File: config.mk
export PLATFORM = sky130hd
export DESIGN_NAME = signed_decimal_digit_display_writer
export DESIGN_NICKNAME = d
export VERILOG_FILES = /design/src/hdl/dsdw_pkg.sv /design/src/hdl/signed_decimal_digit_display_writer.sv /design/src/hdl/dsdw_dabble.sv /design/src/hdl/dsdw_emit.sv
export SDC_FILE = /design/constraint.sdc
export NUM_CORES = 1
export LEC_CHECK = 0
export BUFFER_PORTS_ARGS = -buffer_cell sky130_fd_sc_hd__buf_2
export CORE_ASPECT_RATIO = 0.75
export CORE_MARGIN = 1.5
export CORE_UTILIZATION = 44
export CTS_CLUSTER_DIAMETER = 40
export DETAILED_ROUTE_END_ITERATION = 6
export PLACE_DENSITY = 0.61
export SYNTH_ARGS = -nofsm -noshare
export SYNTH_HDL_FRONTEND = slang
export SYNTH_HIERARCHICAL = 1
export SYNTH_SLANG_ARGS = --single-unit
File: constraint.sdc
create_clock -name clk -period 5.6 [get_ports clk]
set_clock_uncertainty 0.15 [all_clocks]
set_input_delay 0.28 -clock clk [delete_from_list [all_inputs] [get_ports clk]]
set_output_delay 0.28 -clock clk [all_outputs]
set_load 0.02 [all_outputs]
File: src/hdl/dsdw_pkg.sv
// Shared constants and types for the signed decimal digit display writer.
`timescale 1ns / 1ps

package dsdw_pkg;

  localparam int NUMBER_BITS   = 32;
  localparam int RADIX         = 10;
  // Enough decimal digits for the full unsigned magnitude range.
  localparam int BCD_DIGITS    = (NUMBER_BITS * 30103) / 100000 + 1;
  localparam int BCD_BITS      = 4 * BCD_DIGITS;
  localparam int CNT_W         = $clog2(NUMBER_BITS);
  localparam int ADDR_W        = 4;
  localparam int CODE_W        = 4;
  localparam int OUT_BITS      = ADDR_W + CODE_W;

  localparam logic [CODE_W-1:0] CODE_BLANK  = 4'hF;
  localparam logic [CODE_W-1:0] CODE_MINUS  = 4'hA;
  localparam logic [ADDR_W-1:0] FIRST_ADDR  = 4'h1;
  localparam logic [ADDR_W-1:0] MAX_POS     = 4'h8;

  // Shift-and-add-3 correction: a digit at or above half the radix is
  // corrected before the next doubling.
  localparam logic [3:0] DABBLE_MIN = 4'(RADIX / 2);
  localparam logic [3:0] DABBLE_ADD = 4'((16 - RADIX) / 2);

  typedef struct packed {
    logic              negative;
    logic [ADDR_W-1:0] blanks;
  } emit_cmd_t;

  typedef struct packed {
    logic                busy;
    logic [BCD_BITS-1:0] bcd;
  } conv_status_t;

endpackage

File: src/hdl/signed_decimal_digit_display_writer.sv
// Top level: takes a signed number, emits display register writes for it.
// The first write beat is a blank, registered from the blanking state entered on acceptance.
// Numbers are not overlapped: digits wait for the bit-serial converter to finish,
// and every blank, digit and sign beat waits for a free output slot.
// The next number is accepted once the previous run's last beat is registered.
// Reset: digit_count returns to 8, sequencer and converter go idle.
`timescale 1ns / 1ps

module signed_decimal_digit_display_writer (
  input  logic                                clk,
  input  logic                                rst,
  input  logic                                s_tvalid,
  output logic                                s_tready,
  input  logic [dsdw_pkg::NUMBER_BITS-1:0]    s_tdata,   // number[31:0]
  output logic                                m_tvalid,
  input  logic                                m_tready,
  output logic [dsdw_pkg::OUT_BITS-1:0]       m_tdata,   // reg_address[3:0], digit_code[7:4]
  output logic                                m_tlast,   // last
  input  logic                                cfg_valid,
  output logic                                cfg_ready,
  input  logic [dsdw_pkg::ADDR_W-1:0]         cfg_data   // digit_count[3:0]
);
  import dsdw_pkg::*;

  logic [ADDR_W-1:0]      digit_count;
  logic                   accept;
  logic                   emit_idle;
  logic [NUMBER_BITS-1:0] mag;
  emit_cmd_t              cmd;
  conv_status_t           conv;

  assign cfg_ready = 1'b1;
  assign s_tready  = emit_idle;
  assign accept    = s_tvalid && s_tready;

  always_ff @(posedge clk) begin
    if (rst) begin
      digit_count <= MAX_POS;
    end else if (cfg_valid && cfg_ready) begin
      digit_count <= cfg_data;
    end
  end

  // Two's complement magnitude; the most negative value maps to its unsigned size.
  assign mag = s_tdata[NUMBER_BITS-1] ? (~s_tdata + 1'b1) : s_tdata;

  always_comb begin
    cmd.negative = s_tdata[NUMBER_BITS-1];
    if (digit_count == '0) begin
      cmd.blanks = FIRST_ADDR;
    end else if (digit_count > MAX_POS) begin
      cmd.blanks = MAX_POS;
    end else begin
      cmd.blanks = digit_count;
    end
  end

  dsdw_dabble u_dabble (
    .clk    (clk),
    .rst    (rst),
    .start  (accept),
    .mag    (mag),
    .status (conv)
  );

  dsdw_emit u_emit (
    .clk      (clk),
    .rst      (rst),
    .start    (accept),
    .cmd      (cmd),
    .conv     (conv),
    .idle     (emit_idle),
    .m_tvalid (m_tvalid),
    .m_tready (m_tready),
    .m_tdata  (m_tdata),
    .m_tlast  (m_tlast)
  );

  a_accept_conv_idle: assert property (@(posedge clk) disable iff (rst)
      accept |-> !conv.busy)
    else $error("number accepted while converter busy");

endmodule

File: src/hdl/dsdw_dabble.sv
// Bit-serial binary to BCD converter (one magnitude bit per cycle).
`timescale 1ns / 1ps

module dsdw_dabble (
  input  logic                            clk,
  input  logic                            rst,
  input  logic                            start,
  input  logic [dsdw_pkg::NUMBER_BITS-1:0] mag,
  output dsdw_pkg::conv_status_t          status
);
  import dsdw_pkg::*;

  logic                   busy;
  logic [CNT_W-1:0]       cnt;
  logic [NUMBER_BITS-1:0] bin;
  logic [BCD_BITS-1:0]    bcd;
  logic [BCD_BITS-1:0]    adj;
  logic [BCD_BITS-1:0]    bcd_next;

  // Correct each digit independently, then shift in the next magnitude bit.
  always_comb begin
    for (int d = 0; d < BCD_DIGITS; d++) begin
      if (bcd[4*d +: 4] >= DABBLE_MIN) begin
        adj[4*d +: 4] = bcd[4*d +: 4] + DABBLE_ADD;
      end else begin
        adj[4*d +: 4] = bcd[4*d +: 4];
      end
    end
    bcd_next = {adj[BCD_BITS-2:0], bin[NUMBER_BITS-1]};
  end

  always_ff @(posedge clk) begin
    if (rst) begin
      busy <= 1'b0;
    end else if (start) begin
      busy <= 1'b1;
      cnt  <= CNT_W'(NUMBER_BITS - 1);
      bin  <= mag;
      bcd  <= '0;
    end else if (busy) begin
      bcd <= bcd_next;
      bin <= {bin[NUMBER_BITS-2:0], 1'b0};
      if (cnt == '0) begin
        busy <= 1'b0;
      end else begin
        cnt <= cnt - 1'b1;
      end
    end
  end

  assign status.busy = busy;
  assign status.bcd  = bcd;

  a_start_idle: assert property (@(posedge clk) disable iff (rst) start |-> !busy)
    else $error("conversion started while busy");
  a_start_busy: assert property (@(posedge clk) disable iff (rst) start |=> busy)
    else $error("conversion did not start");

endmodule

File: src/hdl/dsdw_emit.sv
// Display write sequencer: blanks, digits least significant first, then sign if negative.
`timescale 1ns / 1ps

module dsdw_emit (
  input  logic                          clk,
  input  logic                          rst,
  input  logic                          start,
  input  dsdw_pkg::emit_cmd_t           cmd,
  input  dsdw_pkg::conv_status_t        conv,
  output logic                          idle,
  output logic                          m_tvalid,
  input  logic                          m_tready,
  output logic [dsdw_pkg::OUT_BITS-1:0] m_tdata,  // reg_address[3:0], digit_code[7:4]
  output logic                          m_tlast   // last
);
  import dsdw_pkg::*;

  typedef enum logic [2:0] {S_IDLE, S_BLANK, S_WAIT, S_DIGIT, S_SIGN} state_t;

  state_t              state;
  logic                neg;
  logic [ADDR_W-1:0]   cnt;
  logic [BCD_BITS-1:0] digits;
  logic [BCD_BITS-1:0] rest;
  logic                slot;
  logic                rest_zero;
  logic                beat_load;

  assign slot      = !m_tvalid || m_tready;
  assign rest      = digits >> 4;
  assign rest_zero = (rest == '0);
  assign idle      = (state == S_IDLE);
  assign beat_load = slot && (state == S_BLANK || state == S_DIGIT || state == S_SIGN);

  always_ff @(posedge clk) begin
    if (rst) begin
      state    <= S_IDLE;
      m_tvalid <= 1'b0;
    end else begin
      // Drop valid once the beat is taken, unless a new beat is loaded.
      if (m_tvalid && m_tready && !beat_load) begin
        m_tvalid <= 1'b0;
      end
      unique case (state)
        S_IDLE: begin
          if (start) begin
            neg   <= cmd.negative;
            cnt   <= cmd.blanks;
            state <= S_BLANK;
          end
        end
        S_BLANK: begin
          if (slot) begin
            m_tvalid <= 1'b1;
            m_tdata  <= {CODE_BLANK, cnt};
            m_tlast  <= 1'b0;
            if (cnt == FIRST_ADDR) begin
              cnt   <= FIRST_ADDR;
              state <= S_WAIT;
            end else begin
              cnt <= cnt - 1'b1;
            end
          end
        end
        S_WAIT: begin
          // Hold until the converter has finished the magnitude.
          if (!conv.busy) begin
            digits <= conv.bcd;
            state  <= S_DIGIT;
          end
        end
        S_DIGIT: begin
          if (slot) begin
            m_tvalid <= 1'b1;
            m_tdata  <= {digits[CODE_W-1:0], cnt};
            m_tlast  <= rest_zero && !neg;
            digits   <= rest;
            cnt      <= cnt + 1'b1;
            if (rest_zero) begin
              state <= neg ? S_SIGN : S_IDLE;
            end
          end
        end
        S_SIGN: begin
          if (slot) begin
            m_tvalid <= 1'b1;
            m_tdata  <= {CODE_MINUS, cnt};
            m_tlast  <= 1'b1;
            state    <= S_IDLE;
          end
        end
        default: state <= S_IDLE;
      endcase
    end
  end

  a_minus_last: assert property (@(posedge clk) disable iff (rst)
      m_tvalid && (m_tdata[OUT_BITS-1:ADDR_W] == CODE_MINUS) |-> m_tlast)
    else $error("minus code not on final beat");
  a_addr_nonzero: assert property (@(posedge clk) disable iff (rst)
      m_tvalid |-> (m_tdata[ADDR_W-1:0] != '0))
    else $error("beat with address zero");

endmodule
* Word-level counts from Yosys, hierarchy flattened *
Cells that the tools add are included.

word-level totals
  input bits = 41
  latch bits = 0
  memories = 0
  output and inout bits = 12
  RAM bits = 0
  flip-flop bits (word level) = 140
  memory bits (read-only) = 0

cells by class
  reductions and logical operators = 27
  multiplexer cells = 49
  divide/modulo/power cells = 0
  add/subtract/negate cells = 14
  multipliers = 0
  shift-type cells = 0
  order comparisons = 11
  eq/ne operators = 13
  bitwise operators = 2

operators with widths
  operator               number
  $mux 40                3
  $mux 32                3
  $pmux 40 s2            1
  $mux 4                 15
  $ge 4x3->1 const B     10
  $logic_not 40->1       1
  $add 4x2->4 const B    9
  $add 32x1->32 const B  1
  $not 32->32            1
  $mux 3                 9
  $mux 8                 3
  $pmux 8 s3             1
  $pmux 3 s5             1
  $pmux 4 s3             1
  $mux 5                 2
  $ne 2x1->1 const B     5
  $reduce_and 5->1       2
  $mux 1                 9
  $reduce_and 7->1       1
  $eq 3x2->1 const B     2
  $ne 2x2->1 const B     3
  $reduce_and 3->1       2
  $reduce_bool 3->1      2
  $logic_and 1x1->1      5
  19 further kinds       24

* Longest topological paths before layout *
Gate-level depths: netlist of run 1.

  depth in word-level cells = 9
  mapped depth = 7
  depth with buffers taken out = 6

* By module *
The synthesis of run 1 kept the hierarchy.

by module, submodules not included
  module                               cells an instance  area each (um2)  times used  sequential area each (um2)
  dsdw_dabble                          328                4,097.7          1           2,332.2
  dsdw_emit                            187                2,767.7          1           1,701.6
  signed_decimal_digit_display_writer  116                889.6            1           80.1

* Least setup slack after synthesis of run 1 *
OpenSTA, ideal clock, no wires.

  path kind = register to register
  from = register u_emit.state[0]
  to = register u_dabble.bcd[0], enable pin
  clock period less this slack = 5.344 ns
  stages on the path, launching flop included = 8
  data required time = 4.947 ns
  data arrival time = 4.691 ns
  path slack = 0.256 ns
  buffers on the path = 3
  cell sequence = dfxtp_1 buf_6 nor3_1 and2_1 buf_6 buf_4 nor2_1 nor2_1

on the way
  cells in the longest elaborated chain, start to end = 4

ends and longest elaborated chain
  item                         RTL line                                   text
  start, declared              dsdw_emit.sv:20                            state_t state;
  start signal, assigned       dsdw_emit.sv:80                            state <= neg ? S_SIGN : S_IDLE;
  $logic_not 3->1              dsdw_emit.sv:32                            assign idle = (state == S_IDLE);
  named net s_tready           signed_decimal_digit_display_writer.sv:13  output logic s_tready,
  $logic_and 1x1->1            signed_decimal_digit_display_writer.sv:34  assign accept = s_tvalid && s_tready;
  named net accept             signed_decimal_digit_display_writer.sv:26  logic accept;
  $reduce_bool 2->1 (no line)  -
  $reduce_and 2->1 (no line)   -
  end signal, assigned         dsdw_dabble.sv:41                          bcd <= bcd_next;
  end, declared                dsdw_dabble.sv:16                          logic [BCD_BITS-1:0] bcd;

The timed path passes the listed nets, and every way through them passes these cells.
A chain may end at the register's enable or synchronous reset.

* Final worst setup path of run 1 *
  from = register u_emit.state[1]
  to = register u_dabble.cnt[2], enable pin

on the way
  cells in the longest elaborated chain, start to end = 4
  elaborated cells between the ends (all ways) = 5

ends and longest elaborated chain
  item                                                       RTL line                                   text
  $logic_not 3->1 *                                          dsdw_emit.sv:32
  $logic_and 1x1->1 *                                        signed_decimal_digit_display_writer.sv:34
  named net accept                                           signed_decimal_digit_display_writer.sv:26
  $ne 2x2->1 (no line) or $reduce_bool 2->1 (tied branches)  -
  $reduce_and 3->1 (no line) *                               -
  end signal, assigned                                       dsdw_dabble.sv:37                          cnt <= CNT_W'(NUMBER_BITS - 1);
  end signal, assigned                                       dsdw_dabble.sv:46                          cnt <= cnt - 1'b1;
  end, declared                                              dsdw_dabble.sv:14                          logic [CNT_W-1:0] cnt;

The timed path passes the listed nets; every way through them passes the cells marked *.

==> summary.md, run 1 <==
| Metric | Value |
|---|---|
| Synth Instances | 631 |
| Slew Viols, Final | 0 |
| Worst slew pin tran | roughly 1.1 ns |
| Fin Setup TNS | 0 ns |
| Number of DRC markers in iteration 0 | 338 |
| Htree depth | 4 |
| All-Layer GR Usage | 16.1% |
| Fin crit share | between 50 and 60% |
| Remaining Overflow, GRT | 0 |
| TritonCTS clock tree | yes |
| Final-report hold violation count | 0 |
| Post-DP HPWL | approximately 9 mm |
| Final hold slack | approximately 0.043 ns |
| Mapped Nets | 697 |
| Crit-path max cell delay | just under 0.8 ns |
| Distinct cells, synth | between 50 and 60 |
| Startpoint Class | flip-flop |
| GR Util met3 | about 4.6% |
| CTS sink cnt | 140 |
| Async SR Flop Fraction | 0% |
| Layout cells sized above 1 | 28.8% |
| Met1 usage | a little under a quarter |
| Die Area | 0.0184 mm2 |
| Synth warn | 6 |
| M2 GR Usage | a little under a quarter |
| Internal | approximately 2.2 mW |
| Avg Vias per Cell | approximately 5.2 |
| DR vias | 4857 |
| CP arrival | around 3 ns |
| Prevailing post-synth register cell | edfxtp_1 |
| Required time worst endpoint | between 5 and 6 ns |
| Seq pwr share | between 40% and 50% |
| Port Buffers | just over 50 |
| Static leakage | around 3.2 nW |
| # diodes | 0 |
| PD cells | around 330 mW/mm2 |
| Syn-to-layout area delta | 13.3% |
| Crit-path max FO | 100 |
| Crit-path slowest cell | buf_4 |
| Vias in the first global route | approximately 4700 |
| Die Ht | between 100 and 150 um |
| Post-route ant nets | 0 |
| Final setup vio count | 0 |
| Io pins | 53 |
| Combinational share of power | between 10 and 15% |
| Cts bufs inserted | 17 |
| Max-cap violation count | 0 |
| Tmin final | about 3.2 ns |
| CP cell instances | nor3_1, and2_4, buf_4, nor2_1, a211oi_1 |
| # fillers | ~1500 |
| Top cells by area, synth | edfxtp_1 51%, mux2_2 11%, ha_1 4.0%, xnor2_1 3.6%, nor2_1 3.2% |
| Row count | 41 |
| Number of gates resized after cts | 0 |
| Total wire length | between 10 and 15 mm |
| RSZ-0062 raised after global routing | no |
| Setup Slack @ Placement | ~2.4 ns |
| Syn_area_per_cell | around 12 um2 |
| Core Area | around 0.017 mm2 |
| Max clock buf depth | 2 |
| Share of the synthesized area in the top cell type | approximately half |
| Post-synth EDFFs | about 130 |
| CTS root buf | clkbuf_16 |
| Hold buffers post-CTS | 5 |
| Clock transition at the registers of the reported paths | roughly 0.060 ns |
| Nets | 747 |
| Initial Util | around 46% |
| Clock Latency Late Sink | 0.43 ns |
| Slew HR | between 20 and 30% |
| Post-synthesis sequential area ratio | 53.0% |
| NetSw | between 600 and 700 uW |
| Outcome | complete, no violations |
| Initial antenna violation count | 0 |
| Setup slack after layout | roughly 2.4 ns |
| F_max | 0.316 GHz |
| Area post-placement | between 0.008 and 0.009 mm2 |
| Postcts setup bufs | 0 |
| Design Area, Final | around 0.009 mm2 |
| Net Sw Frac | between 20% and 30% |
| First-pass GRT wire length | around 23 mm |
| Drt first pass iters | 4 |
| Clock Power Share | slightly above 40% |
| Worst hold path class | in -> reg |
| Kind of critical path | reg -> reg |
| Post-DR wirelength/cell | 14.9 um |
| Worst-case vdd ir drop | between 0.2 and 0.25 mV |
| Drt drc | 0 |
| Busiest layer in global routing | met2 |
| Yosys reg bits | 140 |
| Largest net degree at the start of global routing | ~100 |
| Synth Cell Area | roughly 0.0078 mm2 |
| Synth area leader | edfxtp_1 |
| GPL Wtd Cong | approximately 0.80 |
| Die width | 156 um |
| CP Capture Type | flip-flop |
[worst paths after layout]
kind / slack (ns) / cells past startpoint / to / from
worst max-delay path: 2.44 / 5 / u_dabble/cnt[2]$_SDFFCE_PP1P_ / u_emit/state[1]$_SDFFE_PP0P_
worst min-delay path: 0.04 / 3 / digit_count[0]$_SDFFE_PP0P_ / cfg_valid
worst max register to register: 2.44 / 5 / u_dabble/cnt[2]$_SDFFCE_PP1P_ / u_emit/state[1]$_SDFFE_PP0P_
worst min register to register: 0.35 / 1 / u_emit/m_tdata[7]$_DFFE_PP_ / u_emit/digits[3]$_DFFE_PP_
[layer usage]
metal | up-vias | part of all wire [%]
met5 | - | 0
met4 | 0 | 1.1
met3 | 16 | 3.6
met2 | 84 | 45
met1 | 2364 | 51
li1 | 2393 | -
[synth_stat cells, drive strengths merged (2+ instances only)]
library cell    n
nand2          37
or2             4
xor2           12
o41ai           9
nor3           15
nand3           6
o31ai          10
nor3b           7
inv            28
edfxtp        131
nor4           14
clkbuf          6
a21oi          26
nand3b          2
nor2           67
and2            6
or4             4
dfxtp           9
nand2b         22
mux2i           3
nor2b           6
ha             25
o21a            2
xnor2          32
o21ai          21
buf            23
nand4b          2
mux2           87
a211oi          2
[kinds of logic (layout without fill, tap and decap cells)]
kind of cell,count (synthesis),after routing,synth area share [%]
buf+inv,57,120,4.19
mux,90,90,13.5
compound gates,80,80,7.23
other cells,1,1,0.0484
flops,140,140,53.0
xor+xnor,44,44,4.97
fa+ha+maj,25,25,4.03
simple gates,194,194,13.0
[sequential cells by signal (all words and copies together) (netlist names)]
name and cells:
u_dabble/busy 1, u_emit/neg 1, u_emit/cnt 4, u_dabble/bin 32
u_emit/m_tvalid 1, u_dabble/bcd 40, u_emit/m_tdata 8, u_emit/m_tlast 1
digit_count 4, u_emit/state 3, u_emit/digits 40, u_dabble/cnt 5
[metrics by stage]
stage                     std cells  utilization, %  power, mW
final                           930            51.6       2.89
after global routing            930            51.6       3.02
after CTS                       930            51.6       2.92
after detailed placement        893            47.7       1.74
after global placement          893            47.7       1.72
after floorplan                 631               -       1.65
[power by group through the flow]
stage / Combinational, mW / Clock [mW] / Sequential [mW]
2_1_floorplan: 0.326 / 0 / 1.33
3_3_place_gp: 0.387 / 0 / 1.34
3_5_place_dp: 0.402 / 0 / 1.34
4_1_cts: 0.407 / 1.19 / 1.32
5_1_grt: 0.454 / 1.24 / 1.33
6_report: 0.403 / 1.17 / 1.32
[layout by cell type, fill, tap and decap left out, types with 3 or more instances in the layout]
cell and n:
o21ai_0 20, and2_1 5, nor3b_1 3, mux2_4 10
a21oi_2 9, dfxtp_1 9, clkinv_2 5, nor3_1 14
dlygate4sd3_1 5, bufinv_16 4, nand2_1 37, mux2_2 77
o31ai_1 10, nor3b_2 4, xor2_1 12, nand2b_1 21
or2_2 4, a21oi_1 17, buf_2 51, nor2b_1 6
ha_1 25, nor4_1 13, xnor2_1 32, o41ai_1 6
buf_4 4, clkbuf_16 17, o41ai_2 3, nand3_1 6
nor2_1 66, edfxtp_1 131, mux2i_1 3, or4_4 3
inv_1 28
[worst max-delay path, delay by kind of cell (launching register included)]
kind	cells	cell delay, ns
buffers and inverters	1	0.78
AO/OA/AOI/OAI	1	0.69
AND/OR/NAND/NOR	3	0.68
flip-flops	1	0.46
[cell type report]
class	count	area [um2]	area share (%)
Timing Repair Buffer	60	335	3.82
Clock buffer	18	429	4.88
Inverter	28	105	1.20
Multi-Input combinational cell	434	3330	37.9
Clock inverter	14	176	2.01
Sequential cell	140	4110	46.8
Tap cell	236	295	3.36
No activity file was read; power rests on OpenSTA's default activity.
==> run 2, diff against run 1 <==
==> constraint.sdc (replaced) <==
create_clock -name clk -period 3.1 [get_ports clk]
set_clock_uncertainty 0.15 [all_clocks]
set_input_delay 0.155 -clock clk [delete_from_list [all_inputs] [get_ports clk]]
set_output_delay 0.155 -clock clk [all_outputs]
set_load 0.02 [all_outputs]
==> run 2 against run 1 <==
- sequential share of layout area down 0.65 points
- clock-buffer cell count decreased by 1
- cell area grew 1.4%
- via count up 1.1%
- routed wire length grew 0.53%
- clock power increased by 76%
- die area unchanged
- register-to-register slack lost 1.7 ns
- largest power group unchanged
==> summary.md, run 2 (same netlist as run 1, synthesis figures left out) <==
| Metric | Value |
|---|---|
| Outcome | complete, no violations |
| Kind of critical path | in -> reg |
| Design Area, Final | roughly 0.0089 mm2 |
| Clock transition at the registers of the reported paths | approximately 0.060 ns |
| TritonCTS clock tree | yes |
| Post-DR wirelength/cell | about 15 um |
| Crit-path slowest cell | o41ai_1 |
| Die width | approximately 160 um |
| Port Buffers | between 50 and 60 |
| Crit-path max FO | 10 |
| Top delay family on crit path | buffers and inverters |
| GPL Wtd Cong | just under 0.8 |
| Post-route ant nets | 0 |
| Max clock buf depth | 2 |
| Remaining Overflow, GRT | 0 |
| # diodes | 0 |
| Tmin final | approximately 2.6 ns |
| Fin crit share | just over 80% |
| Row count | 41 |
| CP Capture Type | flip-flop |
| F_max | ~0.4 GHz |
| RSZ-0062 raised after global routing | no |
| CTS sink cnt | 140 |
| # fillers | about 1500 |
| First-pass GRT wire length | approximately 24 mm |
| Core Area | 0.0170 mm2 |
| All-Layer GR Usage | ~16% |
| Worst hold path class | in -> reg |
| Postcts setup bufs | 0 |
| Clock Latency Late Sink | 0.43 ns |
| Static leakage | around 3.2 nW |
| Nets | about 760 |
| Io pins | 53 |
| Area post-placement | just over 0.008 mm2 |
| Slew HR | ~45% |
| Startpoint Class | input pin |
| Cts bufs inserted | 17 |
| Avg Vias per Cell | roughly 5.2 |
| Most frequent cells in the layout | 131 x edfxtp_1, 77 x mux2_2, 66 x nor2_1 |
| Total wire length | 13.9 mm |
| Drt first pass iters | 5 |
| Required time worst endpoint | roughly 3.1 ns |
| Final-report hold violation count | 0 |
| Final setup vio count | 0 |
| Initial antenna violation count | 0 |
| CTS root buf | clkbuf_16 |
| Worst-case vdd ir drop | about 0.35 mV |
| Post-Place Cells | a little under 900 |
| Fin Setup TNS | 0 ns |
| Commonest non-fill, non-tap cell in the layout | edfxtp_1 |
| Layout cells sized above 1 | between 20 and 30% |
| Max-cap violation count | 0 |
| Hold buffers post-CTS | 13 |
| Drt drc | 0 |
| Htree depth | 4 |
| Worst slew pin tran | roughly 0.8 ns |
| Tot Pwr | between 5 and 6 mW |
| PD cells | 582 mW/mm2 |
| Number of DRC markers in iteration 0 | ~240 |
| DR vias | between 4000 and 5000 |
| Post-DP HPWL | between 8 and 9 mm |
| Slew Viols, Final | 0 |
| Die Area | ~0.018 mm2 |
| CP arrival | between 2 and 3 ns |
| Number of gates resized after cts | 0 |
| Vias in the first global route | approximately 4700 |
| Largest net degree at the start of global routing | 73 |
| Die Ht | 118 um |
| Syn-to-layout area delta | 14.9% |
| CP cell instances | dlygate4sd3_1, buf_2, inv_1, ha_1, nand4b_1, o41ai_1, xnor2_1, mux2_2 |
| Crit-path max cell delay | around 0.58 ns |
| Top flop regs | u_dabble/bcd x40, u_emit/digits x40, u_dabble/bin x32 |
| WP buf/inv | 3 |
| Non-Filler Instances | 939 |
| Initial Util | 45.5% |
run 2: changes by cell type in the layout (fill, tap and decap cells not counted), moves of 2 or more:
cell,change
clkinvlp_4,+2
dlygate4sd3_1,+8
buf_12,+2
clkinv_2,-2
clkinv_4,+2
run 2: path summary, 6_finish.rpt:
check / cells past startpoint / slack, ns / end / from
worst min-delay path: 3 / 0.03 / u_dabble/bin[14]$_DFFE_PP_ / s_tdata[14]
worst max-delay path: 8 / 0.54 / u_dabble/bin[28]$_DFFE_PP_ / s_tdata[0]
worst max register to register: 5 / 0.72 / u_emit/cnt[0]$_DFFE_PP_ / u_emit/state[1]$_SDFFE_PP0P_
worst min register to register: 1 / 0.36 / u_emit/m_tdata[5]$_DFFE_PP_ / u_emit/digits[1]$_DFFE_PP_
run 2: area by class of cell:
class	instances	area [um2]	share of cell area, %
Sequential cell	140	4110	46.2
Timing Repair Buffer	69	448	5.03
Tap cell	236	295	3.31
Clock inverter	15	174	1.95
Inverter	28	105	1.18
Multi-Input combinational cell	434	3350	37.6
Clock buffer	17	425	4.77
run 2: tightest hold or removal path, delay by kind of cell:
family	cells	cell delay [ns]
XOR/XNOR	1	0.10
multiplexers	1	0.14
buffers and inverters	1	0.10
run 2: metal layers:
layer	vias up	GRT usage (%)	share of wire [%]
met2	85	24.9	45
met3	20	2.98	2.9
met5	-	0	0
li1	2421	-	-
met1	2386	22.2	50
met4	0	8.39	2.1
run 2: stage by stage:
step                worst slack (ns)  hold WS [ns]  util (%)
finish                         0.543        0.0316      52.3
global placement               0.504         0.217      48.0
floorplan                     0.0704        0.0744         -
CTS                            0.598       0.00556      52.3
global route                   0.436        0.0214      52.3
detailed placement             0.468         0.226      48.0
run 2: where the power goes:
group	switching (mW)	internal [mW]
registers	0.108	2.27
clock network	0.800	1.26
logic	0.378	0.372
total	1.29	3.90
